### config.mk
export PLATFORM = sky130hd
export DESIGN_NAME = rv32i_decode_execute
export DESIGN_NICKNAME = d
export VERILOG_FILES = /design/src/hdl/rvde_pkg.sv /design/src/hdl/rvde_decode.sv /design/src/hdl/rvde_alu.sv /design/src/hdl/rvde_branch.sv /design/src/hdl/rv32i_decode_execute.sv
export SDC_FILE = /design/constraint.sdc
export NUM_CORES = 1
export LEC_CHECK = 0
export CAP_MARGIN = 5
export CORE_MARGIN = 1
export CORE_UTILIZATION = 50
export CTS_CLUSTER_DIAMETER = 30
export CTS_CLUSTER_SIZE = 30
export DETAILED_ROUTE_END_ITERATION = 7
export DONT_BUFFER_PORTS = 1
export GPL_TIMING_DRIVEN = 0
export HOLD_SLACK_MARGIN = 0.08
export PLACE_DENSITY = 0.69
export SETUP_SLACK_MARGIN = 0.2
export SLEW_MARGIN = 30
export SYNTH_ARGS = -nofsm -noshare
export SYNTH_HDL_FRONTEND = slang
export SYNTH_SLANG_ARGS = --single-unit
### constraint.sdc
create_clock -name clk -period 12.9 [get_ports clk]
set_clock_uncertainty 0.05 [all_clocks]
set_input_delay 0.645 -clock clk [delete_from_list [all_inputs] [get_ports clk]]
set_output_delay 0.645 -clock clk [all_outputs]
set_load 0.02 [all_outputs]
### src/hdl/rvde_pkg.sv
package rvde_pkg;

	localparam logic [6:0] OPC_LUI    = 7'h37;
	localparam logic [6:0] OPC_AUIPC  = 7'h17;
	localparam logic [6:0] OPC_JAL    = 7'h6F;
	localparam logic [6:0] OPC_JALR   = 7'h67;
	localparam logic [6:0] OPC_BRANCH = 7'h63;
	localparam logic [6:0] OPC_LOAD   = 7'h03;
	localparam logic [6:0] OPC_STORE  = 7'h23;
	localparam logic [6:0] OPC_OPIMM  = 7'h13;
	localparam logic [6:0] OPC_OP     = 7'h33;
	localparam logic [6:0] OPC_FENCE  = 7'h0F;
	localparam logic [6:0] OPC_SYSTEM = 7'h73;

	localparam logic [6:0] ALT_FUNCT7 = 7'h20;

	// ALU funct3 codes
	localparam logic [2:0] F3_ADD  = 3'd0;
	localparam logic [2:0] F3_SLL  = 3'd1;
	localparam logic [2:0] F3_SLT  = 3'd2;
	localparam logic [2:0] F3_SLTU = 3'd3;
	localparam logic [2:0] F3_XOR  = 3'd4;
	localparam logic [2:0] F3_SR   = 3'd5;
	localparam logic [2:0] F3_OR   = 3'd6;
	localparam logic [2:0] F3_AND  = 3'd7;

	// branch funct3 codes
	localparam logic [2:0] F3_BEQ  = 3'd0;
	localparam logic [2:0] F3_BNE  = 3'd1;
	localparam logic [2:0] F3_BLT  = 3'd4;
	localparam logic [2:0] F3_BGE  = 3'd5;
	localparam logic [2:0] F3_BLTU = 3'd6;
	localparam logic [2:0] F3_BGEU = 3'd7;

	localparam logic [1:0] MEM_NONE  = 2'd0;
	localparam logic [1:0] MEM_LOAD  = 2'd1;
	localparam logic [1:0] MEM_STORE = 2'd2;

	localparam logic [31:0] UIMM_MASK = 32'hFFFF_F000;
	localparam logic [31:0] LINK_OFS  = 32'd4;

	typedef struct packed {
		logic [31:0] instruction;
		logic [31:0] rs1_value;
		logic [31:0] rs2_value;
		logic [31:0] pc;
	} req_t;

	typedef struct packed {
		logic [31:0] result;
		logic        write_enable;
		logic [4:0]  dest_reg;
		logic        redirect;
		logic [31:0] target;
		logic [1:0]  mem_kind;
		logic [31:0] st_data;
		logic [2:0]  access_size;
		logic        illegal;
	} res_t;

	// decode controls handed to the execute logic
	typedef struct packed {
		logic [31:0] opa;
		logic [31:0] opb;
		logic [2:0]  alu_f3;
		logic        alu_alt;
		logic        res_en;
		logic        we;
		logic        br_op;
		logic        jump;
		logic [31:0] jump_target;
		logic [4:0]  rd;
		logic [2:0]  funct3;
		logic [1:0]  mem_kind;
		logic [31:0] st_data;
		logic [2:0]  access_size;
		logic        illegal;
	} dec_t;

endpackage

### src/hdl/rvde_decode.sv
module rvde_decode (
	input  rvde_pkg::req_t req,
	output rvde_pkg::dec_t dec
);
	import rvde_pkg::*;

	logic [6:0]  opcode;
	logic [2:0]  f3;
	logic        alt;
	logic [31:0] imm_i;
	logic [31:0] imm_s;
	logic [31:0] imm_b;
	logic [31:0] imm_u;
	logic [31:0] imm_j;
	logic [31:0] jalr_sum;

	assign opcode = req.instruction[6:0];
	assign f3     = req.instruction[14:12];
	assign alt    = (req.instruction[31:25] == ALT_FUNCT7);

	assign imm_i = {{20{req.instruction[31]}}, req.instruction[31:20]};
	assign imm_s = {{20{req.instruction[31]}}, req.instruction[31:25], req.instruction[11:7]};
	assign imm_b = {{19{req.instruction[31]}}, req.instruction[31], req.instruction[7],
		req.instruction[30:25], req.instruction[11:8], 1'b0};
	assign imm_u = req.instruction & UIMM_MASK;
	assign imm_j = {{11{req.instruction[31]}}, req.instruction[31], req.instruction[19:12],
		req.instruction[20], req.instruction[30:21], 1'b0};

	assign jalr_sum = req.rs1_value + imm_i;

	always_comb begin
		dec             = '0;
		dec.rd          = req.instruction[11:7];
		dec.funct3      = f3;
		dec.opa         = req.rs1_value;
		dec.opb         = req.rs2_value;
		dec.alu_f3      = F3_ADD;
		dec.mem_kind    = MEM_NONE;
		unique case (opcode)
			OPC_OP: begin
				dec.alu_f3  = f3;
				dec.alu_alt = alt;
				dec.res_en  = 1'b1;
				dec.we      = 1'b1;
			end
			OPC_OPIMM: begin
				dec.opb     = imm_i;
				dec.alu_f3  = f3;
				dec.alu_alt = (f3 == F3_SR) && alt;
				dec.res_en  = 1'b1;
				dec.we      = 1'b1;
			end
			OPC_LOAD: begin
				dec.opb         = imm_i;
				dec.res_en      = 1'b1;
				dec.we          = 1'b1;
				dec.mem_kind    = MEM_LOAD;
				dec.access_size = f3;
			end
			OPC_STORE: begin
				dec.opb         = imm_s;
				dec.res_en      = 1'b1;
				dec.mem_kind    = MEM_STORE;
				dec.access_size = f3;
				dec.st_data     = req.rs2_value;
			end
			OPC_BRANCH: begin
				dec.br_op       = 1'b1;
				dec.jump_target = req.pc + imm_b;
			end
			OPC_LUI: begin
				dec.opa    = '0;
				dec.opb    = imm_u;
				dec.res_en = 1'b1;
				dec.we     = 1'b1;
			end
			OPC_AUIPC: begin
				dec.opa    = req.pc;
				dec.opb    = imm_u;
				dec.res_en = 1'b1;
				dec.we     = 1'b1;
			end
			OPC_JAL: begin
				dec.opa         = req.pc;
				dec.opb         = LINK_OFS;
				dec.res_en      = 1'b1;
				dec.we          = 1'b1;
				dec.jump        = 1'b1;
				dec.jump_target = req.pc + imm_j;
			end
			OPC_JALR: begin
				dec.opa         = req.pc;
				dec.opb         = LINK_OFS;
				dec.res_en      = 1'b1;
				dec.we          = 1'b1;
				dec.jump        = 1'b1;
				dec.jump_target = {jalr_sum[31:1], 1'b0};
			end
			OPC_FENCE, OPC_SYSTEM: begin
			end
			default: begin
				dec.illegal = 1'b1;
			end
		endcase
		// x0 is never written
		if (dec.rd == 5'd0) begin
			dec.we = 1'b0;
		end
	end

endmodule

### src/hdl/rvde_alu.sv
module rvde_alu (
	input  logic [2:0]  f3,
	input  logic        alt,
	input  logic [31:0] a,
	input  logic [31:0] b,
	output logic [31:0] y
);
	import rvde_pkg::*;

	logic [4:0] shamt;

	assign shamt = b[4:0];

	always_comb begin
		unique case (f3)
			F3_ADD:  y = alt ? (a - b) : (a + b);
			F3_SLL:  y = a << shamt;
			F3_SLT:  y = {31'd0, ($signed(a) < $signed(b))};
			F3_SLTU: y = {31'd0, (a < b)};
			F3_XOR:  y = a ^ b;
			F3_SR:   y = alt ? 32'($signed(a) >>> shamt) : (a >> shamt);
			F3_OR:   y = a | b;
			F3_AND:  y = a & b;
			default: y = '0;
		endcase
	end

endmodule

### src/hdl/rvde_branch.sv
module rvde_branch (
	input  logic [2:0]  f3,
	input  logic [31:0] a,
	input  logic [31:0] b,
	output logic        taken
);
	import rvde_pkg::*;

	logic eq;
	logic lt;
	logic ltu;

	assign eq  = (a == b);
	assign lt  = ($signed(a) < $signed(b));
	assign ltu = (a < b);

	always_comb begin
		unique case (f3)
			F3_BEQ:  taken = eq;
			F3_BNE:  taken = ~eq;
			F3_BLT:  taken = lt;
			F3_BGE:  taken = ~lt;
			F3_BLTU: taken = ltu;
			F3_BGEU: taken = ~ltu;
			default: taken = 1'b0;  // reserved compares never branch
		endcase
	end

endmodule

### src/hdl/rv32i_decode_execute.sv
// RV32I integer execute unit. Each request carries one instruction word, its two
// source register values and its pc; the unit returns the ALU result (or address,
// link value, LUI/AUIPC value), write enable, destination register, branch/jump
// redirect and target, memory access kind, store data, access size and an illegal
// opcode flag. One request is accepted every clock cycle while req_stall is low; each result
// is captured in the input register and then in the result register, the two registers that
// bracket the single pass of decode, ALU and branch compare logic. A stall on the
// result side holds the result register and stalls the request side only when both
// registers are full.
module rv32i_decode_execute (
	input  logic           clk,
	input  logic           arst_n,
	input  logic           req_valid,
	output logic           req_stall,
	input  rvde_pkg::req_t req,
	output logic           res_valid,
	input  logic           res_stall,
	output rvde_pkg::res_t res
);
	import rvde_pkg::*;

	logic   valid_s1;
	req_t   req_s1;
	logic   valid_s2;
	res_t   res_s2;
	dec_t   dec;
	logic [31:0] alu_y;
	logic   taken;
	logic   redir;
	logic   open_s2;
	res_t   res_d;

	assign open_s2   = ~valid_s2 | ~res_stall;
	assign req_stall = valid_s1 & ~open_s2;

	rvde_decode u_decode (
		.req (req_s1),
		.dec (dec)
	);

	rvde_alu u_alu (
		.f3  (dec.alu_f3),
		.alt (dec.alu_alt),
		.a   (dec.opa),
		.b   (dec.opb),
		.y   (alu_y)
	);

	rvde_branch u_branch (
		.f3    (dec.funct3),
		.a     (req_s1.rs1_value),
		.b     (req_s1.rs2_value),
		.taken (taken)
	);

	assign redir = dec.jump | (dec.br_op & taken);

	always_comb begin
		res_d.result       = dec.res_en ? alu_y : '0;
		res_d.write_enable = dec.we;
		res_d.dest_reg     = dec.rd;
		res_d.redirect     = redir;
		res_d.target       = redir ? dec.jump_target : '0;
		res_d.mem_kind     = dec.mem_kind;
		res_d.st_data      = dec.st_data;
		res_d.access_size  = dec.access_size;
		res_d.illegal      = dec.illegal;
	end

	always_ff @(posedge clk or negedge arst_n) begin
		if (!arst_n) begin
			valid_s1 <= 1'b0;
			valid_s2 <= 1'b0;
		end else begin
			if (!req_stall) begin
				valid_s1 <= req_valid;
			end
			if (open_s2) begin
				valid_s2 <= valid_s1;
			end
		end
	end

	always_ff @(posedge clk) begin
		if (req_valid && !req_stall) begin
			req_s1 <= req;
		end
		if (valid_s1 && open_s2) begin
			res_s2 <= res_d;
		end
	end

	assign res_valid = valid_s2;
	assign res       = res_s2;

endmodule

# Yosys cells after proc, flatten, opt, wreduce, memory -nomap -nowiden
# Index checks and enable logic that the tools add are counted.
[word_totals] ff_bits=239 elab_cells=94 out_inout_bits=111 in_bits=132
[classes] reduce_logical=15 n_shift=3 bitwise_logic=13 magnitude_cmp=4 addsub=5 n_eq_ne=25 mux=14
[ops] operator="$pmux 32 s8" n=1
[ops] operator="$add 32x32->32" n=4
[ops] operator="$lt 32x32->1" n=4
[ops] operator="$pmux 32 s4" n=1
[ops] operator="$pmux 32 s3" n=1
[ops] operator="$mux 32" n=2
[ops] operator="$pmux 32 s2" n=1
[ops] operator="$and 32x32->32" n=1
[ops] operator="$eq 32x32->1" n=1
[ops] operator="$or 32x32->32" n=1
[ops] operator="$shl 32x5->32" n=1
[ops] operator="$shr 32x5->32" n=1
[ops] operator="$sshr 32x5->32" n=1
[ops] operator="$sub 32x32->32" n=1
[ops] operator="$xor 32x32->32" n=1
[ops] operator="$eq 7x6->1 const B" n=4
[ops] operator="$eq 7x7->1 const B" n=4
[ops] operator="$eq 3x3->1 const B" n=8
[ops] operator="$eq 7x5->1 const B" n=2
[ops] operator="$reduce_or 11->1" n=1
[ops] operator="$pmux 4 s2" n=1
[ops] operator="$reduce_or 2->1" n=4
[ops] operator="$reduce_or 8->1" n=1
[ops] operator="$eq 7x2->1 const B" n=1
[ops] operator="15 further kinds" n=31

# Depth between registers and ports, before layout
# Gate-level depths: netlist (run 1).
[depth] ltp_word=6 depth_mapped=21 depth_no_buf=18

# Modules after synthesis
# From an unflattened synthesis (run 1), not the netlist that was laid out.
[unflattened] hier_cells=2429 area_unflattened_um2=21535.7
[modules_own_cells] module="rvde_alu" area_each_um2=8182.8 seq_area_each_um2=0.0 cells_per_inst=1316 instances=1
[modules_own_cells] module="rv32i_decode_execute" area_each_um2=7668.6 seq_area_each_um2=7166.9 cells_per_inst=317 instances=1
[modules_own_cells] module="rvde_decode" area_each_um2=4778.3 seq_area_each_um2=0.0 cells_per_inst=677 instances=1
[modules_own_cells] module="rvde_branch" area_each_um2=905.9 seq_area_each_um2=0.0 cells_per_inst=119 instances=1

# Least setup slack after synthesis (run 1)
# No wires, ideal clock.
[synth_timing] kind="input -> register" start="input res_stall" end="register res_s2 (netlist bit res[0]), enable pin" slack_ns=3.605 t_required_ns=12.106 setup_ns=0.744 path_stages=1 n_path_buf=0 t_arrival_ns=8.501 path_cell_list="a21boi_0"
[synth_via] elab_chain_len=3
[synth_lines] item="start: declaration" line="rv32i_decode_execute.sv:17" source="input logic res_stall,"
[synth_lines] item="$not 1->1" line="rv32i_decode_execute.sv:33" source="assign open_s2 = ~valid_s2 | ~res_stall;"
[synth_lines] item="$or 1x1->1" line="rv32i_decode_execute.sv:33"
[synth_lines] item="$logic_and 1x1->1" line="rv32i_decode_execute.sv:88" source="if (valid_s1 && open_s2) begin"
[synth_lines] item="end signal: assignment" line="rv32i_decode_execute.sv:89" source="res_s2 <= res_d;"
[synth_lines] item="end: declaration" line="rv32i_decode_execute.sv:25" source="res_t res_s2;"
# No other way between the ends.
# A chain may end at the register's enable or synchronous reset.

# Worst setup path after layout (run 1)
[layout_timing] start="register req_s1[97] (netlist bit)" end="register res_s2 (netlist bit res[77]), data pin"
[layout_via] elab_chain_len=6 word_cells_on_any_way=38 classes_between="2 x add/sub; 2 x order compare; 15 x eq/ne; 3 x shift; 7 x mux; 3 x bitwise; 6 x reduce/logical"
[layout_lines] item="start: declaration" line="rv32i_decode_execute.sv:23" source="req_t req_s1;"
[layout_lines] item="start signal: assignment" line="rv32i_decode_execute.sv:86" source="req_s1 <= req;"
[layout_lines] item="$eq 7x7->1, or another cell as far along" line="rvde_decode.sv:39" source="unique case (opcode)"
[layout_lines] item="$reduce_or 2->1 (no line) or $reduce_or 3->1 (tied branches)"
[layout_lines] item="$pmux 32 s4 or $pmux 32 s2 (tied branches)" line="rvde_decode.sv:39"
[layout_lines] item="$add 32x32->32, or another cell as far along" line="rvde_alu.sv:16" source="F3_ADD: y = alt ? (a - b) : (a + b);"
[layout_lines] item="$mux 32 (on tied branches)" line="rvde_alu.sv:16, rvde_alu.sv:21"
[layout_lines] item="$pmux 32 s8" line="rvde_alu.sv:15" source="unique case (f3)"
# Parallel ways exist; a longest one is shown, timed or not.

==> results of run 1 <==
## through the flow
step | hold WS (ns) | cell area (sq um) | setup TNS [ns]
5_1_grt | 0.0830 | 24700 | 0
6_report | 0.0976 | 24700 | 0
4_1_cts | 0.0800 | 24700 | 0
2_1_floorplan | 0.299 | 21200 | 0
3_5_place_dp | 0.299 | 22100 | 0
3_3_place_gp | 0.299 | 21900 | -31.93
## power by group through the flow
stage	Combinational, uW	Sequential (uW)	Clock [uW]
after CTS	851	992	1270
after detailed placement	824	1010	0
after global routing	940	996	1320
after floorplan	565	992	0
final	896	996	1280
after global placement	805	1030	0
## sequential cells by signal, indices dropped and copies added (netlist names)
signal / count
res: 109
res_valid: 1
req_s1: 128
valid_s1: 1
## critical path, delay by kind of cell (launching register included)
kind / cells / cell delay, ns
compound gates: 12 / 4.24
fa+ha+maj: 1 / 0.34
buf+inv: 5 / 2.03
flops: 1 / 0.51
simple gates: 3 / 0.45
## final timing paths
path                       startpoint         end  depth (start not counted)
min in group asynchronous      arst_n   res_valid                          1
setup reg to reg           req_s1[97]     res[77]                         21
setup / recovery           req_s1[97]     res[77]                         21
hold reg to reg              valid_s1   res_valid                          1
hold / removal                req[14]  req_s1[14]                          0
max in group asynchronous      arst_n    valid_s1                          1
## per-layer routing
metal  GRT usage, %  share of wire, %
met3           10.2                10
met5              0                 0
met4           39.3               9.9
met1           51.9                34
met2           74.5                45
## cells by family after synthesis
group	synth area share, %
mux	8.15
buf+inv	5.54
fa+ha+maj	11.4
compound gates	24.5
flops	33.8
xor+xnor	3.14
simple gates	13.5
## Yosys cell counts, drive strengths merged, types with 19 or more instances
cell / instances / area [sq um]
edfxtp: 237 / 7120
a21oi: 194 / 993
nor2: 188 / 721
ha: 187 / 2340
o21ai: 170 / 881
inv: 153 / 574
mux2i: 151 / 1530
nand2: 138 / 528
clkbuf: 73 / 274
a21o: 58 / 435
buf: 52 / 328
nor3: 52 / 287
xnor2: 50 / 438
and3: 45 / 282
nand3: 42 / 210
a211oi: 40 / 305
o211ai: 35 / 263
a22oi: 34 / 255
a22o: 32 / 300
xor2: 26 / 228
a221oi: 23 / 238
a31oi: 23 / 144
nand4: 22 / 138
o21a: 19 / 143
## area by class of cell
class / count / area [sq um]
Antenna cell: 1 / 2.50
Buffer: 125 / 604
Clock buffer: 50 / 1250
Clock inverter: 43 / 443
Fill cell: 3546 / 17300
Inverter: 153 / 574
Multi-Input combinational cell: 1792 / 12900
Sequential cell: 239 / 7170
Tap cell: 539 / 674
Timing Repair Buffer: 97 / 1050
==> results.tsv, run 1 <==
metric	value	unit
core-area	41900	sq um
grt-ovfl-total	0	
die_y	208	um
yosysUniqueCellTypes	103	
rsz0062_at_grt	false	
cp_cell_sequence	and4bb_1, buf_6, nand2b_1, clkbuf_1, nor2_1, a21oi_2, clkbuf_1, clkbuf_1, ha_1, buf_2, a2111oi_2, a21bo_2, a21o_1, a211oi_1, o211ai_1, a32oi_2, o21ai_2, a221o_1, a21oi_1, a21oi_1, o21ai_0	
finalCritPeriodShare	61.0	%
p_sw	1190	uW
grt_pass1_wl	144000	um
critPathLaunchType	flip-flop	
place_ws	5.55	ns
postSynthCellCount	2309	
via_per_inst	7.03	
synth_ff_type	edfxtp_1	
ioPinCount	243	
p_per_area	129	nW/um^2
ff2ff_setup_slack	5.03	ns
hold_buffers	87	
ant_nets	0	
dp_cells	2858	
timing.fmax	127	MHz
crit_top_cell	clkbuf_1	
critPathMaxStageDelay	0.75	ns
seq_power_share	31.4	%
critPathRequiredTime	13.29	ns
status	complete, no violations	
vias	21349	
grt_max_degree	53	
gp_congestion	1.13	
yosysSeqAreaShare	33.8	%
max-cap-violations	0	
crit_fanout	11	
clk_pin_slew_worst_paths	0.06	ns
p_leak	0.0101	uW
arrival	8.26	ns
drt-total-wl	101000	um
setup_viol	0	
tightest_slew	1.26	ns
antenna_found_initial	1	
synth_edf_count	237	
dp_hpwl	76600	um
start_util	50.6	%
cts-buffers-inserted	50	
tritoncts	built	
post-cts-setup-buffer-count	0	
layout_common_cells	edfxtp_1, a21oi_1, ha_1, nor2_1, mux2i_1	
crit_path_end_kind	flip-flop	
worst-setup-path-type	reg2reg	
final_util	58.8	%
ys_warn_count	0	
setup_slack	5.03	ns
syn-num-nets	2632	
dieWidth	208	um
p_int	1980	uW
finalMaxSlewViolations	0	
wire_per_inst	33.4	um
placementRows	75	
grt_pass1_vias	21191	
area_delta_synth_final	16.2	%
yosys_register_bits	239	
netlist_area	21200	sq um
power	3170	uW
layout.nets	2781	
p_sw_share	37.5	%
cp_slowest_cell	a21oi_2	
worst_slew_margin_rel	15.3	%
numClockSinks	239	
async_reset_ff_share	0.837	%
h-tree-depth	2	
clkPwrFrac	40.4	%
worstSkewPairLatency	0.64	ns
cts_resized	0	
ir_drop	0.000192	V
hold_viol_final	0	
root_buffer	clkbuf_16	
min_path_type	in2reg	
portBuffers	0	
cts_buffer_depth	3	
synth_area_per_cell	9.19	sq um
drc	0	
grt_use_total	46.1	%
drtIter0Drc	2822	
die-area	43300	sq um
fin_cells	3039	
combinationalPowerShare	28.2	%
layout_commonest_cell	edfxtp_1	
period_minus_slack	7.87	ns
dr.pass1.iters	8	
layout-drive-gt1-share	9.56	%
No activity file was read; power rests on OpenSTA's default activity.
==> inputs of run 2 (changes only) <==
==> constraint.sdc (replaced) <==
create_clock -name clk -period 7.4 [get_ports clk]
set_clock_uncertainty 0.05 [all_clocks]
set_input_delay 0.37 -clock clk [delete_from_list [all_inputs] [get_ports clk]]
set_output_delay 0.37 -clock clk [all_outputs]
set_load 0.02 [all_outputs]
==> run 2 against run 1 <==
  * Sequential power rose by 75%
  * Design area is 1.4% higher
  * Die area did not move
  * Setup slack worse by 4.7 ns
  * Critical path depth decreased by 2
  * Largest power group unchanged
  * Via count is 0.39% higher
==> results.tsv, run 2 (same netlist as run 1, synthesis figures left out) <==
metric	value	unit
p_sw	1940	uW
dp_hpwl	75300	um
ff2ff_setup_slack	0.30	ns
drc	0	
combinationalPowerShare	28.9	%
root_buffer	clkbuf_16	
fin_cells	3072	
layout-drive-gt1-share	8.89	%
wire_per_inst	32.5	um
tritoncts	built	
period_minus_slack	7.10	ns
drtIter0Drc	2801	
ant_nets	0	
drt-total-wl	99800	um
status	complete, no violations	
dpl_cell_area	22100	sq um
whs	0.235	ns
die_y	208	um
p_per_area	217	nW/um^2
hold_viol_final	0	
area_delta_synth_final	17.8	%
via_per_inst	6.98	
p_int	3480	uW
critPathLaunchType	flip-flop	
worstSkewPairLatency	0.60	ns
critPathRequiredTime	7.62	ns
crit_fanout	10	
stdcell_area	25000	sq um
dieWidth	208	um
setup_slack	0.299	ns
setup_viol	0	
grt_pass1_vias	20876	
rsz0062_at_grt	true	
cts_buffer_depth	3	
start_util	50.6	%
post-cts-setup-buffer-count	0	
tightest_slew	1.10	ns
h-tree-depth	2	
cp_slowest_cell	a21oi_2	
p_leak	0.0102	uW
placementRows	75	
largest_reg_flops	128	
crit_path_end_kind	flip-flop	
layout_commonest_cell	edfxtp_1	
portBuffers	0	
dr.pass1.iters	6	
clkPwrFrac	39.1	%
grt-ovfl-total	0	
finalCritPeriodShare	96.0	%
finalMaxSlewViolations	0	
gp_congestion	1.13	
layout.nets	2821	
worst-setup-path-type	reg2reg	
max-cap-violations	0	
worst_slew_margin_rel	26.9	%
die-area	43300	sq um
arrival	7.32	ns
vias	21433	
clk_pin_slew_worst_paths	0.05	ns
regMostFlops	req_s1	
core-area	41900	sq um
ir_drop	0.000243	V
grt_use_total	45.1	%
antenna_found_initial	3	
cts-buffers-inserted	44	
timing.fmax	141	MHz
seq_power_share	32.0	%
critPathMaxStageDelay	0.68	ns
place_ws	0.206	ns
grt_max_degree	53	
p_sw_share	35.9	%
layout_common_cells	edfxtp_1, a21oi_1, ha_1, nor2_1, mux2i_1	
min_path_type	in2reg	
numClockSinks	239	
grt_pass1_wl	142000	um
ioPinCount	243	
dp_cells	2858	
cp_cell_sequence	buf_2, nand2_1, nor3_2, nor3_4, a21oi_2, inv_2, clkbuf_1, clkbuf_1, ha_1, or4_1, o2111ai_1, a2111oi_2, o41ai_4, o21ai_1, a21oi_2, nand2_1, and3_1, o21ai_0, a31oi_1	
[run 2: cell types whose count changed in the layout (fill, tap and decap cells not counted), sizes merged]
cell / delta
dlygate4sd3: +46
inv: -12
clkinv: -1
clkbuf: -5
bufinv: +5
[run 2: layout make-up]
type / instances / area, sq um
fillers: 3563 / 16900
multi-input cells: 1792 / 12900
flip-flops and latches: 239 / 7170
repair buffers: 143 / 1510
clock buffers: 45 / 1100
well taps: 539 / 674
plain buffers: 125 / 606
inverters: 153 / 574
clock inverters: 35 / 462
diodes: 1 / 2.50
[run 2: power groups by stage]
stage	Sequential (uW)	Clock [uW]	Combinational [uW]
4_1_cts	1730	2100	1490
3_3_place_gp	1780	0	1380
3_5_place_dp	1750	0	1420
5_1_grt	1730	2180	1640
6_report	1740	2120	1570
2_1_floorplan	1720	0	984
[run 2: worst paths after layout]
check,cells past startpoint,start,endpoint
max,19,req_s1[101],res[103]
min,1,req_valid,req_s1[41]
max reg2reg,19,req_s1[101],res[103]
min reg2reg,1,valid_s1,res_valid
max in group asynchronous,2,arst_n,res_valid
min in group asynchronous,2,arst_n,valid_s1
[run 2: timing repair]
action,in CTS,in global routing
hold endpoints to repair,139,0
hold buffers,133,0
setup endpoints to repair,1,10
resized for setup,1,3
[run 2: layer usage]
metal,GRT usage (%),share of wire (%)
met1,51.7,34
met2,73.4,46
met3,8.88,10
met4,37.2,9.6
met5,0,0.025
[run 2: per-stage QoR]
step           power, uW  TNS, ns  utilization (%)
4_1_cts             5320        0             59.6
3_5_place_dp        3170        0             52.7
2_1_floorplan       2710        0                -
5_1_grt             5560        0             59.6
6_report            5420        0             59.6
3_3_place_gp        3160  -159.20             52.2
[run 2: worst max-delay path, delay by kind of cell, from the launching register on]
family,cells,cell delay (ns)
adder cells (fa/ha/maj),1,0.44
AND/OR/NAND/NOR,6,1.75
buffers and inverters,4,1.44
flip-flops,1,0.31
AO/OA/AOI/OAI,8,2.75
